File: src/rtl/oqkr_pkg.sv
// ----------------------------------------------------------------------------
// oqkr_pkg
// Shared constants, result codes and controller/datapath link types for the
// ordered queue with keyed removal.
// ----------------------------------------------------------------------------
`default_nettype none

package oqkr_pkg;

  // Default sizing
  localparam int DEF_QUEUE_DEPTH = 64;
  localparam int DEF_ID_WIDTH    = 16;

  // Status field
  localparam int STATUS_W = 2;
  localparam logic [STATUS_W-1:0] ST_OK     = 2'd0;
  localparam logic [STATUS_W-1:0] ST_FULL   = 2'd1;
  localparam logic [STATUS_W-1:0] ST_ABSENT = 2'd2;

  // Operation codes carried on the input tuser
  localparam logic OP_ENQ    = 1'b0;
  localparam logic OP_REMOVE = 1'b1;

  // Controller -> datapath commands
  typedef struct packed {
    logic load;    // capture the key, restart the read pointer
    logic enq;     // append at the tail or report full
    logic scan;    // issue a search read and compare
    logic shift;   // move one entry down and issue the next read
    logic absent;  // post a not-found result
    logic finish;  // drop one entry, post the removed word
  } dp_cmd_t;

  // Datapath -> controller status
  typedef struct packed {
    logic hit;        // compared entry equals the key
    logic exhausted;  // every held entry has been read and checked
    logic pend;       // a read word is waiting in the read register
  } dp_sts_t;

endpackage

`default_nettype wire

File: src/rtl/oqkr_datapath.sv
// ----------------------------------------------------------------------------
// oqkr_datapath
// Entry memory, count, read/write pointers and the result register.
// ----------------------------------------------------------------------------
`default_nettype none

module oqkr_datapath import oqkr_pkg::*; #(
  parameter  int QUEUE_DEPTH = DEF_QUEUE_DEPTH,
  parameter  int ID_WIDTH    = DEF_ID_WIDTH,
  localparam int CNT_W       = $clog2(QUEUE_DEPTH + 1),
  localparam int AW          = $clog2(QUEUE_DEPTH)
) (
  input  wire logic                clk,
  input  wire logic                rst_n,
  input  wire logic [ID_WIDTH-1:0] in_key,
  input  wire dp_cmd_t             cmd,
  output dp_sts_t                  sts,
  output logic      [ID_WIDTH-1:0] res_removed,
  output logic      [STATUS_W-1:0] res_status,
  output logic      [CNT_W-1:0]    res_count
);

  logic [ID_WIDTH-1:0] mem [QUEUE_DEPTH];

  logic [ID_WIDTH-1:0] key_r;
  logic [ID_WIDTH-1:0] rd_data_r;
  logic [ID_WIDTH-1:0] removed_r;
  logic [CNT_W-1:0]    count_r,  count_nxt;
  logic [CNT_W-1:0]    rd_ptr_r, rd_ptr_nxt;
  logic [CNT_W-1:0]    pos_r,    pos_nxt;
  logic [CNT_W-1:0]    wr_ptr_r, wr_ptr_nxt;
  logic                pend_r,   pend_nxt;

  logic                full;
  logic                hit;
  logic                rd_en;
  logic                wr_en;
  logic [CNT_W-1:0]    wr_addr;
  logic [ID_WIDTH-1:0] wr_data;

  assign full  = (count_r == CNT_W'(QUEUE_DEPTH));
  assign hit   = pend_r && (rd_data_r == key_r);
  assign rd_en = (cmd.scan || cmd.shift) && (rd_ptr_r < count_r);

  assign sts.hit       = hit;
  assign sts.exhausted = !pend_r && (rd_ptr_r == count_r);
  assign sts.pend      = pend_r;

  // Write port: tail append, or close up one slot during the shift
  always_comb begin
    wr_en   = 1'b0;
    wr_addr = count_r;
    wr_data = key_r;
    if (cmd.enq && !full) begin
      wr_en = 1'b1;
    end else if (cmd.shift && pend_r) begin
      wr_en   = 1'b1;
      wr_addr = wr_ptr_r;
      wr_data = rd_data_r;
    end
  end

  always_ff @(posedge clk) begin
    if (wr_en) begin
      mem[wr_addr[AW-1:0]] <= wr_data;
    end
  end

  always_ff @(posedge clk) begin
    if (rd_en) begin
      rd_data_r <= mem[rd_ptr_r[AW-1:0]];
    end
  end

  // Pointer and count updates
  always_comb begin
    count_nxt  = count_r;
    rd_ptr_nxt = rd_ptr_r;
    pos_nxt    = pos_r;
    wr_ptr_nxt = wr_ptr_r;
    pend_nxt   = pend_r;
    if (cmd.load) begin
      rd_ptr_nxt = '0;
      pend_nxt   = 1'b0;
    end
    if (cmd.scan || cmd.shift) begin
      pend_nxt = rd_en;
      if (rd_en) begin
        rd_ptr_nxt = rd_ptr_r + CNT_W'(1);
        pos_nxt    = rd_ptr_r;
      end
    end
    if (cmd.scan && hit) begin
      wr_ptr_nxt = pos_r;
    end
    if (cmd.shift && pend_r) begin
      wr_ptr_nxt = wr_ptr_r + CNT_W'(1);
    end
    if (cmd.enq && !full) begin
      count_nxt = count_r + CNT_W'(1);
    end
    if (cmd.finish) begin
      count_nxt = count_r - CNT_W'(1);
    end
  end

  always_ff @(posedge clk) begin
    if (!rst_n) begin
      count_r  <= '0;
      rd_ptr_r <= '0;
      pos_r    <= '0;
      wr_ptr_r <= '0;
      pend_r   <= 1'b0;
    end else begin
      count_r  <= count_nxt;
      rd_ptr_r <= rd_ptr_nxt;
      pos_r    <= pos_nxt;
      wr_ptr_r <= wr_ptr_nxt;
      pend_r   <= pend_nxt;
    end
  end

  // Key, removed word and result register
  always_ff @(posedge clk) begin
    if (cmd.load) begin
      key_r <= in_key;
    end
    if (cmd.scan && hit) begin
      removed_r <= rd_data_r;
    end
    if (cmd.enq) begin
      res_removed <= '0;
      res_status  <= full ? ST_FULL : ST_OK;
      res_count   <= count_nxt;
    end
    if (cmd.absent) begin
      res_removed <= '0;
      res_status  <= ST_ABSENT;
      res_count   <= count_r;
    end
    if (cmd.finish) begin
      res_removed <= removed_r;
      res_status  <= ST_OK;
      res_count   <= count_nxt;
    end
  end

  a_count_bound: assert property (@(posedge clk) disable iff (!rst_n)
    count_r <= CNT_W'(QUEUE_DEPTH))
    else $error("entry count above depth");

  a_count_step: assert property (@(posedge clk) disable iff (!rst_n)
    rst_n |=> (count_r == $past(count_r) ||
               count_r == $past(count_r) + CNT_W'(1) ||
               count_r == $past(count_r) - CNT_W'(1)))
    else $error("entry count moved by more than one");

  a_read_in_range: assert property (@(posedge clk) disable iff (!rst_n)
    pend_r |-> (pos_r < count_r))
    else $error("read word beyond held entries");

endmodule

`default_nettype wire

File: src/rtl/oqkr_ctrl.sv
// ----------------------------------------------------------------------------
// oqkr_ctrl
// Sequencer for enqueue, search and close-up; owns the stream handshakes.
// ----------------------------------------------------------------------------
`default_nettype none

module oqkr_ctrl import oqkr_pkg::*; (
  input  wire logic    clk,
  input  wire logic    rst_n,
  input  wire logic    in_tvalid,
  output logic         in_tready,
  input  wire logic    in_op,
  output logic         out_tvalid,
  input  wire logic    out_tready,
  output dp_cmd_t      cmd,
  input  wire dp_sts_t sts
);

  localparam logic [2:0] S_IDLE  = 3'd0;
  localparam logic [2:0] S_ENQ   = 3'd1;
  localparam logic [2:0] S_SCAN  = 3'd2;
  localparam logic [2:0] S_SHIFT = 3'd3;
  localparam logic [2:0] S_RESP  = 3'd4;

  logic [2:0] state_r, state_nxt;

  assign in_tready  = (state_r == S_IDLE);
  assign out_tvalid = (state_r == S_RESP);

  always_comb begin
    cmd       = '0;
    state_nxt = state_r;
    unique case (state_r)
      S_IDLE: begin
        if (in_tvalid) begin
          cmd.load  = 1'b1;
          state_nxt = (in_op == OP_ENQ) ? S_ENQ : S_SCAN;
        end
      end
      S_ENQ: begin
        cmd.enq   = 1'b1;
        state_nxt = S_RESP;
      end
      S_SCAN: begin
        cmd.scan = 1'b1;
        if (sts.hit) begin
          state_nxt = S_SHIFT;
        end else if (sts.exhausted) begin
          cmd.absent = 1'b1;
          state_nxt  = S_RESP;
        end
      end
      S_SHIFT: begin
        cmd.shift = 1'b1;
        if (!sts.pend) begin
          cmd.finish = 1'b1;
          state_nxt  = S_RESP;
        end
      end
      S_RESP: begin
        if (out_tready) begin
          state_nxt = S_IDLE;
        end
      end
      default: begin
        state_nxt = S_IDLE;
      end
    endcase
  end

  always_ff @(posedge clk) begin
    if (!rst_n) begin
      state_r <= S_IDLE;
    end else begin
      state_r <= state_nxt;
    end
  end

  a_enq_path: assert property (@(posedge clk) disable iff (!rst_n)
    (in_tvalid && in_tready && in_op == OP_ENQ) |=> (state_r == S_ENQ))
    else $error("enqueue word did not reach the append step");

  a_hit_shift: assert property (@(posedge clk) disable iff (!rst_n)
    (state_r == S_SCAN && sts.hit) |=> (state_r == S_SHIFT))
    else $error("match found but close-up not started");

  a_shift_exit: assert property (@(posedge clk) disable iff (!rst_n)
    (state_r == S_SHIFT) |=> (state_r == S_SHIFT || state_r == S_RESP))
    else $error("close-up left to an unexpected state");

endmodule

`default_nettype wire

File: src/rtl/ordered_queue_keyed_removal.sv
// Throughput: one word at a time; the next word can be taken in the cycle
//   after the result is taken. The search and close-up walk the entry memory
//   one entry per cycle.
// Reset: synchronous, active low; empties the queue, memory contents stay.
// ----------------------------------------------------------------------------
// ordered_queue_keyed_removal
// Ordered queue of thread identifiers with tail append and removal of the
// first matching entry, closing up the gap in order.
// ----------------------------------------------------------------------------
`default_nettype none

module ordered_queue_keyed_removal import oqkr_pkg::*; #(
  parameter  int QUEUE_DEPTH = DEF_QUEUE_DEPTH,
  parameter  int ID_WIDTH    = DEF_ID_WIDTH,
  localparam int CNT_W       = $clog2(QUEUE_DEPTH + 1),
  localparam int IN_TDATA_W  = ((ID_WIDTH + 7) / 8) * 8,
  localparam int OUT_TDATA_W = ((ID_WIDTH + STATUS_W + CNT_W + 7) / 8) * 8
) (
  input  wire logic                   clk,
  input  wire logic                   rst_n,
  // Input channel
  input  wire logic                   in_tvalid,
  output logic                        in_tready,
  input  wire logic [IN_TDATA_W-1:0]  in_tdata,   // item_value, zero pad
  input  wire logic                   in_tuser,   // op
  // Result channel
  output logic                        out_tvalid,
  input  wire logic                   out_tready,
  output logic      [OUT_TDATA_W-1:0] out_tdata   // removed_value, status,
                                                  // entry_count, zero pad
);

  dp_cmd_t             cmd;
  dp_sts_t             sts;
  logic [ID_WIDTH-1:0] res_removed;
  logic [STATUS_W-1:0] res_status;
  logic [CNT_W-1:0]    res_count;

  // Sequencer: takes one word, walks it through append or search/close-up,
  // then holds the result until the sink takes it.
  oqkr_ctrl u_ctrl (
    .clk        (clk),
    .rst_n      (rst_n),
    .in_tvalid  (in_tvalid),
    .in_tready  (in_tready),
    .in_op      (in_tuser),
    .out_tvalid (out_tvalid),
    .out_tready (out_tready),
    .cmd        (cmd),
    .sts        (sts)
  );

  // Entry memory with one write and one registered read port, plus the
  // count, pointers and result register.
  oqkr_datapath #(
    .QUEUE_DEPTH (QUEUE_DEPTH),
    .ID_WIDTH    (ID_WIDTH)
  ) u_datapath (
    .clk         (clk),
    .rst_n       (rst_n),
    .in_key      (in_tdata[ID_WIDTH-1:0]),
    .cmd         (cmd),
    .sts         (sts),
    .res_removed (res_removed),
    .res_status  (res_status),
    .res_count   (res_count)
  );

  // Pack the result word, lowest field first, zero fill to whole bytes
  assign out_tdata = OUT_TDATA_W'({res_count, res_status, res_removed});

endmodule

`default_nettype wire
File: config.mk
export PLATFORM = sky130hd
export DESIGN_NAME = ordered_queue_keyed_removal
export DESIGN_NICKNAME = d
export VERILOG_FILES = /design/src/rtl/oqkr_pkg.sv /design/src/rtl/oqkr_datapath.sv /design/src/rtl/oqkr_ctrl.sv /design/src/rtl/ordered_queue_keyed_removal.sv
export SDC_FILE = /design/constraint.sdc
export NUM_CORES = 1
export LEC_CHECK = 0
export BUFFER_PORTS_ARGS = -buffer_cell sky130_fd_sc_hd__buf_2
export CAP_MARGIN = 20
export CELL_PAD_IN_SITES_DETAIL_PLACEMENT = 1
export CELL_PAD_IN_SITES_GLOBAL_PLACEMENT = 1
export CORE_MARGIN = 8
export CORE_UTILIZATION = 35
export DETAILED_ROUTE_END_ITERATION = 12
export PLACE_DENSITY = 0.6
export SLEW_MARGIN = 25
export SYNTH_ARGS = -nofsm -noshare
export SYNTH_HDL_FRONTEND = slang
export SYNTH_HIERARCHICAL = 1
export SYNTH_SLANG_ARGS = --single-unit
File: constraint.sdc
create_clock -name clk -period 5.2 [get_ports clk]
set_input_delay 0.26 -clock clk [delete_from_list [all_inputs] [get_ports clk]]
set_output_delay 0.26 -clock clk [all_outputs]
set_load 0.05 [all_outputs]
==> results of run 1 <==
[through the flow]
| step | power [mW] | instances | area (µm²) | setup slack [ps] | util (%) |
|---|---|---|---|---|---|
| 6_report | 21.4 | 4196 | 51200 | 1290 | 40.7 |
| 5_1_grt | 22.0 | 4194 | 51200 | 1030 | 40.7 |
| 4_1_cts | 21.6 | 4193 | 51200 | 1310 | 40.7 |
| 3_5_place_dp | 13.2 | 3954 | 47100 | 1340 | 37.5 |
| 3_3_place_gp | 13.1 | 3953 | 47100 | 1350 | 37.4 |
| 2_1_floorplan | 12.3 | 2263 | 44400 | 1710 | - |
[power groups by stage]
| stage | logic, mW | registers, mW | clock network (mW) |
|---|---|---|---|
| finish | 2.30 | 10.7 | 8.40 |
| global route | 2.43 | 10.7 | 8.88 |
| CTS | 2.31 | 10.7 | 8.58 |
| detailed placement | 2.29 | 10.9 | 0 |
| global placement | 2.20 | 10.9 | 0 |
| floorplan | 1.20 | 11.1 | 0 |
[worst register-to-register path, delay by kind of cell (launching register included)]
| kind | cells | cell delay, ps |
|---|---|---|
| flip-flops | 1 | 360 |
| AO/OA/AOI/OAI | 1 | 700 |
| buffers and inverters | 2 | 790 |
| multiplexers | 1 | 880 |
| adder cells (fa/ha/maj) | 1 | 240 |
| AND/OR/NAND/NOR | 2 | 600 |
[kinds of logic after synthesis]
kind of cell,after synthesis
and+or+nand+nor,291
xor gates and xnor gates,28
DFF,1127
buffers and inverters,146
muxes,385
other,1
AOI/OAI and AO/OA,267
adders and majority gates,12
[synth_stat cells (all sizes together), types with 6 or more instances]
cell type,number,share of area [%]
nor3,21,0.24
a211oi,48,0.81
a31oi,12,0.18
ha,12,0.34
a21oi,36,0.41
o221ai,16,0.32
and2,23,0.32
nor2b,7,0.099
mux2i,166,3.7
mux4,193,9.8
dfxtp,32,1.4
or3,6,0.085
xnor2,25,0.49
nand2,58,0.50
nor3b,9,0.15
o2111a,13,0.33
and3,6,0.087
clkbuf,54,0.46
edfxtp,1095,74
nand3,24,0.27
inv,17,0.14
buf,75,0.96
mux2,26,0.66
o211ai,11,0.19
o21ai,21,0.24
nand4,12,0.17
o22ai,43,0.61
nor2,87,0.74
a22oi,29,0.49
nor4,7,0.11
[layer usage]
metal	track usage (%)	vias to the layer above	part of all wire (%)
met5	0	-	0
met4	5.17	0	2.7
met3	2.85	177	6.4
met2	28.2	801	47
met1	23.9	12300	44
li1	-	9702	-
[cell usage in the layout (no fill, tap or decap), drive strengths merged, types with 9 or more instances in the layout]
cell type	instances
a211oi	48
a21oi	36
a22oi	29
a31oi	12
and2	23
buf	171
bufinv	14
clkbuf	130
clkinv	64
dfxtp	32
dlygate4sd3	19
edfxtp	1095
ha	12
inv	22
mux2	26
mux2i	166
mux4	193
nand2	58
nand3	24
nand4	12
nor2	87
nor3	21
nor3b	9
o2111a	13
o211ai	11
o21ai	21
o221ai	16
o22ai	43
xnor2	25
[repair_timing]
item | CTS | global route
hold buffers | 19 | 0
endpoints found under the hold margin | 25 | 0
endpoints found under the setup margin | 0 | 0
setup buffers | 0 | 0
[registers in the layout (all words and copies together), names as in the netlist]
signal,flops
u_datapath/res_status,2
u_datapath/pend_r,1
u_datapath/removed_r,16
u_datapath/pos_r,6
u_datapath/count_r,7
u_datapath/wr_ptr_r,6
u_datapath/key_r,16
u_datapath/rd_data_r,16
u_ctrl/state_r,3
u_datapath/mem,1024
u_datapath/res_removed,16
u_datapath/rd_ptr_r,7
u_datapath/res_count,7
[final cells by class]
| cell class | count | area [µm²] | share of cell area [%] |
|---|---|---|---|
| well taps | 1650 | 2060 | 4.03 |
| multi-input cells | 990 | 10300 | 20.0 |
| clock buffers | 130 | 3020 | 5.90 |
| repair buffers | 190 | 1440 | 2.81 |
| clock inverters | 90 | 837 | 1.63 |
| flip-flops and latches | 1127 | 33500 | 65.5 |
| inverters | 17 | 63.8 | 0.125 |
| diodes | 2 | 5.00 | 0.00977 |
[path summary, 6_finish.rpt]
check / start / end / cells past startpoint
setup reg to reg: u_datapath/count_r[1]$_SDFF_PN0_ / u_datapath/mem[2][13]$_DFFE_PP_ / 7
hold / removal: in_tvalid / u_ctrl/state_r[1]$_SDFFE_PN0P_ / 4
setup / recovery: u_datapath/count_r[1]$_SDFF_PN0_ / u_datapath/mem[2][13]$_DFFE_PP_ / 7
hold reg to reg: u_datapath/pos_r[0]$_SDFFE_PN0P_ / u_datapath/pos_r[0]$_SDFFE_PN0P_ / 2
==> summary.md, run 1 <==
| Metric | Value |
|---|---|
| Sequence of cells on the critical path | inv_1, ha_1, nand2_2, o41ai_4, nand2_2, mux2_2, buf_4 |
| Largest family of logic cells by synthesized area | multiplexers |
| Mapped Cells | 2257 |
| RSZ-0062 raised after global routing | false |
| Root buffer selected by CTS | clkbuf_16 |
| Die W | 372 µm |
| Number of synthesized flops with an enable pin | 1095 |
| Leakage | 15.6 nW |
| Vias | 22.9k |
| Final nets | 2475 |
| Number of port buffers | 47 |
| Crit-path slowest cell | mux2_2 |
| Combinational Power Share | 10.7% |
| Setup crit start kind | flop |
| Worst VDD drop | 252 µV |
| Synth Area in Simple Gates | 3.34% |
| Final Setup Violations | 0 |
| Total Wirelength | 122 mm |
| Synth Flop Type | edfxtp_1 |
| Crit-path max FO | 39 |
| Clock power frac | 39.2% |
| TritonCTS clock tree | done |
| Iter 0 DRT Violations | 1993 |
| Arr. time, crit path | 4340 ps |
| Cell seen most often among critical-path stages | nand2_2 |
| Max cap viols | 0 |
| Switching power total | 5.34 mW |
| Clock skew | 31.6 ps |
| Wirelength per Cell | 29.0 µm |
| Post-synthesis sequential area ratio | 75.6% |
| Core ar. | 126000 µm² |
| Crit path capture type | flop |
| Setup TNS | 0 ps |
| Synth-to-Final Area Change | 15.5% |
| Yosys warns | 6 |
| Switching share of power | 25.0% |
| Buffers plus inverters on the worst setup path | 2 |
| Period Utilization, post-route | 75.1% |
| Worst-Margin Slew | 1110 ps |
| Synthesized flop and latch total | 1127 |
| Longest Clk Path Bufs | 3 |
| Mean Syn Cell Area | 19.6 µm² |
| Final Hold Vio Count | 0 |
| P_int | 16.1 mW |
| XOR/XNOR Fraction of Synth Area | 0.553% |
| Sequential share of power | 50.0% |
| Max incr delay on CP | 870 ps |
| Global route overflow | 0 |
| Vert. Die Dim | 372 µm |
| Rel. slew slack | 25.9% |
| Max-slew violation count | 0 |
| Cell family with most CP delay | multiplexers |
| Ys async rst share | 0% |
| Global-route wire length before repair | 175 mm |
| FP Rows | 130 |
| Layout cells sized above 1 | 24.1% |
| Number of library cell types mapped by synthesis | 77 |
| Critical path class | flop to flop |
| First-pass DRT Iterations | 5 |
| Post-cts sizing count | 0 |
| I/O pin cnt | 55 |
| Number of global-route vias before repair | 23.9k |
| Required time of the worst setup path | 5630 ps |
| Via density | 5.47 |
| # fillers | 12.0k |
| Multiplexer share of the synthesized area | 14.2% |
| Antenna violations before repair | 3 |
| Reg clk slew, reported paths | 60 ps |
| FMAX | 256 MHz |
| Final min period | 3910 ps |
| Worst hold path type | input port to flop |
| Gpl congestion | 0.856 |
| Area of the mapped netlist | 44300 µm² |
| Number of buffers created by CTS | 116 |
| Pwr dens | 418 nW/µm² |
| Status | complete, no violations |
| Hold_ws | 42.7 ps |
| Largest net degree at the start of global routing | 97 |
| Clock Sinks | 1127 |
| Worst-Skew Late Latency | 720 ps |
| Die area | 138000 µm² |
| Hpwl dp | 75.4 mm |
| Adder-cell share of the synthesized area | 0.339% |
| Post-route ant nets | 0 |
| Initial Util | 35.3% |
| H-tree depth | 3 |
| Synth Area in Compound Gates | 4.40% |
| Tot GR Track Use | 17.3% |
| Reg-to-reg setup timing slack | 1290 ps |
| Drc violations | 0 |
(Power assumes the default switching activity.)
==> inputs of run 2 (changes only) <==
--- a/config.mk
+++ b/config.mk
@@ -12,7 +12,7 @@
 export CORE_MARGIN = 8
 export CORE_UTILIZATION = 35
 export DETAILED_ROUTE_END_ITERATION = 12
-export PLACE_DENSITY = 0.6
+export PLACE_DENSITY = 0.62
 export SLEW_MARGIN = 25
 export SYNTH_ARGS = -nofsm -noshare
 export SYNTH_HDL_FRONTEND = slang
==> constraint.sdc (replaced) <==
create_clock -name clk -period 3.55 [get_ports clk]
set_input_delay 0.1775 -clock clk [delete_from_list [all_inputs] [get_ports clk]]
set_output_delay 0.1775 -clock clk [all_outputs]
set_load 0.05 [all_outputs]
==> summary.md, run 2 (synthesized netlist as in run 1, its figures left out) <==
| Metric | Value |
|---|---|
| Status | complete, no violations (unchanged) |
| Number of port buffers | 47 (unchanged) |
| Worst-Margin Slew | 984 ps (was 1110 ps) |
| Crit path capture type | flop (unchanged) |
| Worst-Skew Late Latency | 690 ps (was 720 ps) |
| Total chip power | 31.3 mW (was 21.4 mW) |
| Antenna violations before repair | 1 (was 3) |
| Final min period | 3230 ps (was 3910 ps) |
| Setup TNS | 0 ps (unchanged) |
| Drc violations | 0 (unchanged) |
| I/O pin cnt | 55 (unchanged) |
| Antenna diodes | 0 (was 2) |
| CP startpoint | u_datapath/rd_ptr_r[0]$_SDFF_PN0_ (was u_datapath/count_r[1]$_SDFF_PN0_) |
| Clock power frac | 38.5% (was 39.2%) |
| Pre-CTS WS | 81.7 ps (was 1340 ps) |
| Critical R2R Capture | u_datapath/rd_data_r[5]$_DFFE_PN_ (was u_datapath/mem[2][13]$_DFFE_PP_) |
| Total Wirelength | 119 mm (was 122 mm) |
| Worst VDD drop | 330 µV (was 252 µV) |
| Reg-to-reg setup timing slack | 320 ps (was 1290 ps) |
| Period Utilization, post-route | 91.1% (was 75.1%) |
| Worst hold path type | input port to flop (unchanged) |
| Sequential share of power | 50.0% (about the same) |
| Layout cells sized above 1 | 25.7% (was 24.1%) |
| Final core utilization | 41.4% (was 40.7%) |
| Switching share of power | 24.8% (was 25.0%) |
| Pwr dens | 602 nW/µm² (was 418 nW/µm²) |
| Hpwl dp | 75.3 mm (was 75.4 mm) |
| Max incr delay on CP | 580 ps (was 870 ps) |
| Global-route wire length before repair | 173 mm (was 175 mm) |
| Post-CTS setup buffers | 0 (unchanged) |
| Wirelength per Cell | 27.9 µm (was 29.0 µm) |
| Switching power total | 7.78 mW (was 5.34 mW) |
| H-tree depth | 3 (unchanged) |
| Final nets | 2560 (was 2475) |
| Rel. slew slack | 34.4% (was 25.9%) |
| FMAX | 309 MHz (was 256 MHz) |
| Largest register FFs | 1024 (unchanged) |
| Hold Crit Depth | 2 (was 4) |
| Worst Hold Launch | in_tdata[13] (was in_tvalid) |
| Clock Sinks | 1127 (unchanged) |
| Die W | 372 µm (unchanged) |
| Max-slew violation count | 0 (unchanged) |
| Crit-path slowest cell | dfxtp_4 (was mux2_2) |
| Largest net degree at the start of global routing | 88 (was 97) |
| Arr. time, crit path | 3630 ps (was 4340 ps) |
| FP Rows | 130 (unchanged) |
| Sequence of cells on the critical path | buf_12, buf_12, mux4_2, mux2i_1, nand3_1, o211ai_1, a211oi_1 (was inv_1, ha_1, nand2_2, o41ai_4, nand2_2, mux2_2, buf_4) |
| Vert. Die Dim | 372 µm (unchanged) |
| Crit-path max FO | 30 (was 39) |
| Core ar. | 126000 µm² (unchanged) |
| Reg2reg path depth | 7 (unchanged) |
| Setup crit start kind | flop (unchanged) |
| # fillers | 12.0k (about the same) |
| Final Hold Vio Count | 0 (unchanged) |
| Final Setup Violations | 0 (unchanged) |
| Reg clk slew, reported paths | 60 ps (about the same) |
| Iter 0 DRT Violations | 2058 (was 1993) |
| Cell seen most often among critical-path stages | buf_12 (was nand2_2) |
| P_int | 23.6 mW (was 16.1 mW) |
| Post-route ant nets | 0 (unchanged) |
| Most frequent cells in the layout | 1095 x edfxtp_1, 193 x mux4_2, 177 x buf_4 (was 1095 x edfxtp_1, 193 x mux4_2, 166 x mux2i_1) |
| Longest Clk Path Bufs | 3 (unchanged) |
| Most common cell after layout, fill and taps aside | edfxtp_1 (unchanged) |
| Synth-to-Final Area Change | 17.3% (was 15.5%) |
| Initial Util | 35.3% (unchanged) |
| Final Non-Filler Cells | 4268 (was 4196) |
| Max cap viols | 0 (unchanged) |
| Required time of the worst setup path | 3950 ps (was 5630 ps) |
| Root buffer selected by CTS | clkbuf_16 (unchanged) |
| Number of global-route vias before repair | 24.1k (was 23.9k) |
| Critical path class | flop to flop (unchanged) |
| End of the worst hold path | u_datapath/key_r[13]$_DFFE_PP_ (was u_ctrl/state_r[1]$_SDFFE_PN0P_) |
| Die area | 138000 µm² (unchanged) |
| Clock skew | 31.4 ps (was 31.6 ps) |
| Global route overflow | 0 (unchanged) |
| Gpl congestion | 0.838 (was 0.856) |
| Combinational Power Share | 11.5% (was 10.7%) |
| First-pass DRT Iterations | 5 (unchanged) |
| Via density | 5.39 (was 5.47) |
| Vias | 23.0k (was 22.9k) |
| Post-placement cell count | 4039 (was 3954) |
| Setup WS post-layout | 317 ps (was 1290 ps) |
| TritonCTS clock tree | done (unchanged) |
| RSZ-0062 raised after global routing | false (unchanged) |
| Leakage | 16.0 nW (was 15.6 nW) |
| Number of buffers created by CTS | 114 (was 116) |
| Worst r2r src | u_datapath/rd_ptr_r[0]$_SDFF_PN0_ (was u_datapath/count_r[1]$_SDFF_PN0_) |
| Tot GR Track Use | 17.0% (was 17.3%) |
==> run 2: cell types whose count changed in the layout (fill, tap and decap cells not counted), sizes merged <==
cell / delta
buf: +84
inv: -2
clkbuf: +3
clkinv: -17
diode: -2
clkinvlp: +1
dlygate4sd3: +3
bufinv: +2
==> run 2: power groups by stage <==
| stage | Clock [mW] | Combinational [mW] | Sequential [mW] |
|---|---|---|---|
| after floorplan | 0 | 1.76 | 16.2 |
| after global placement | 0 | 3.51 | 15.9 |
| after detailed placement | 0 | 3.64 | 15.9 |
| after CTS | 12.3 | 3.67 | 15.7 |
| after global routing | 12.7 | 3.85 | 15.7 |
| final | 12.1 | 3.62 | 15.7 |
==> run 2: what timing repair did <==
| action | CTS | global route |
|---|---|---|
| endpoints found under the hold margin | 26 | 0 |
| hold buffers | 22 | 0 |
| resized for setup | 0 | 5 |
| setup endpoints to repair | 0 | 382 |
==> run 2: how the worst max path moves through the flow <==
| stage | end | slack (ps) | cells after the start |
|---|---|---|---|
| 3_3_place_gp | u_datapath/mem[38][9]$_DFFE_PP_ | 260 | 7 |
| 6_report | u_datapath/rd_data_r[5]$_DFFE_PN_ | 320 | 7 |
| 5_1_grt | u_datapath/mem[36][1]$_DFFE_PP_ | 140 | 8 |
| 3_5_place_dp | u_datapath/mem[32][15]$_DFFE_PP_ | 80 | 7 |
| 4_1_cts | u_datapath/mem[32][2]$_DFFE_PP_ | 40 | 7 |
| 2_1_floorplan | u_datapath/mem[40][0]$_DFFE_PP_ | 60 | 7 |
==> run 2: worst max-delay path: cells and delay by family, from the launching register on <==
kind                   cells  cell delay (ps)
and+or+nand+nor            1              140
muxes                      2             1050
DFF                        1              580
buffers and inverters      2              620
AOI/OAI and AO/OA          2              430
==> run 2: routing by layer <==
metal | GRT usage [%] | up-vias | part of all wire, %
met2 | 27.8 | 741 | 48
met1 | 23.6 | 12200 | 43
li1 | - | 9869 | -
met3 | 2.60 | 176 | 6.2
met4 | 5.19 | 0 | 2.9
met5 | 0 | - | 0
==> run 2: stage by stage <==
stage / hold slack (ps) / area (µm²)
4_1_cts: 156 / 52000
3_3_place_gp: 358 / 48000
5_1_grt: 191 / 52000
2_1_floorplan: 276 / 44400
3_5_place_dp: 357 / 48000
6_report: 206 / 52000
==> run 2: area by class of cell <==
type                       count  area [µm²]  share of cell area, %
sequential                  1127       33500                   64.5
multi-input combinational    990       10200                   19.6
clock buffer                 133        2920                   5.62
timing repair buffer         277        2400                   4.62
tap                         1650        2060                   3.97
clock inverter                74         812                   1.56
inverter                      17        63.8                  0.123
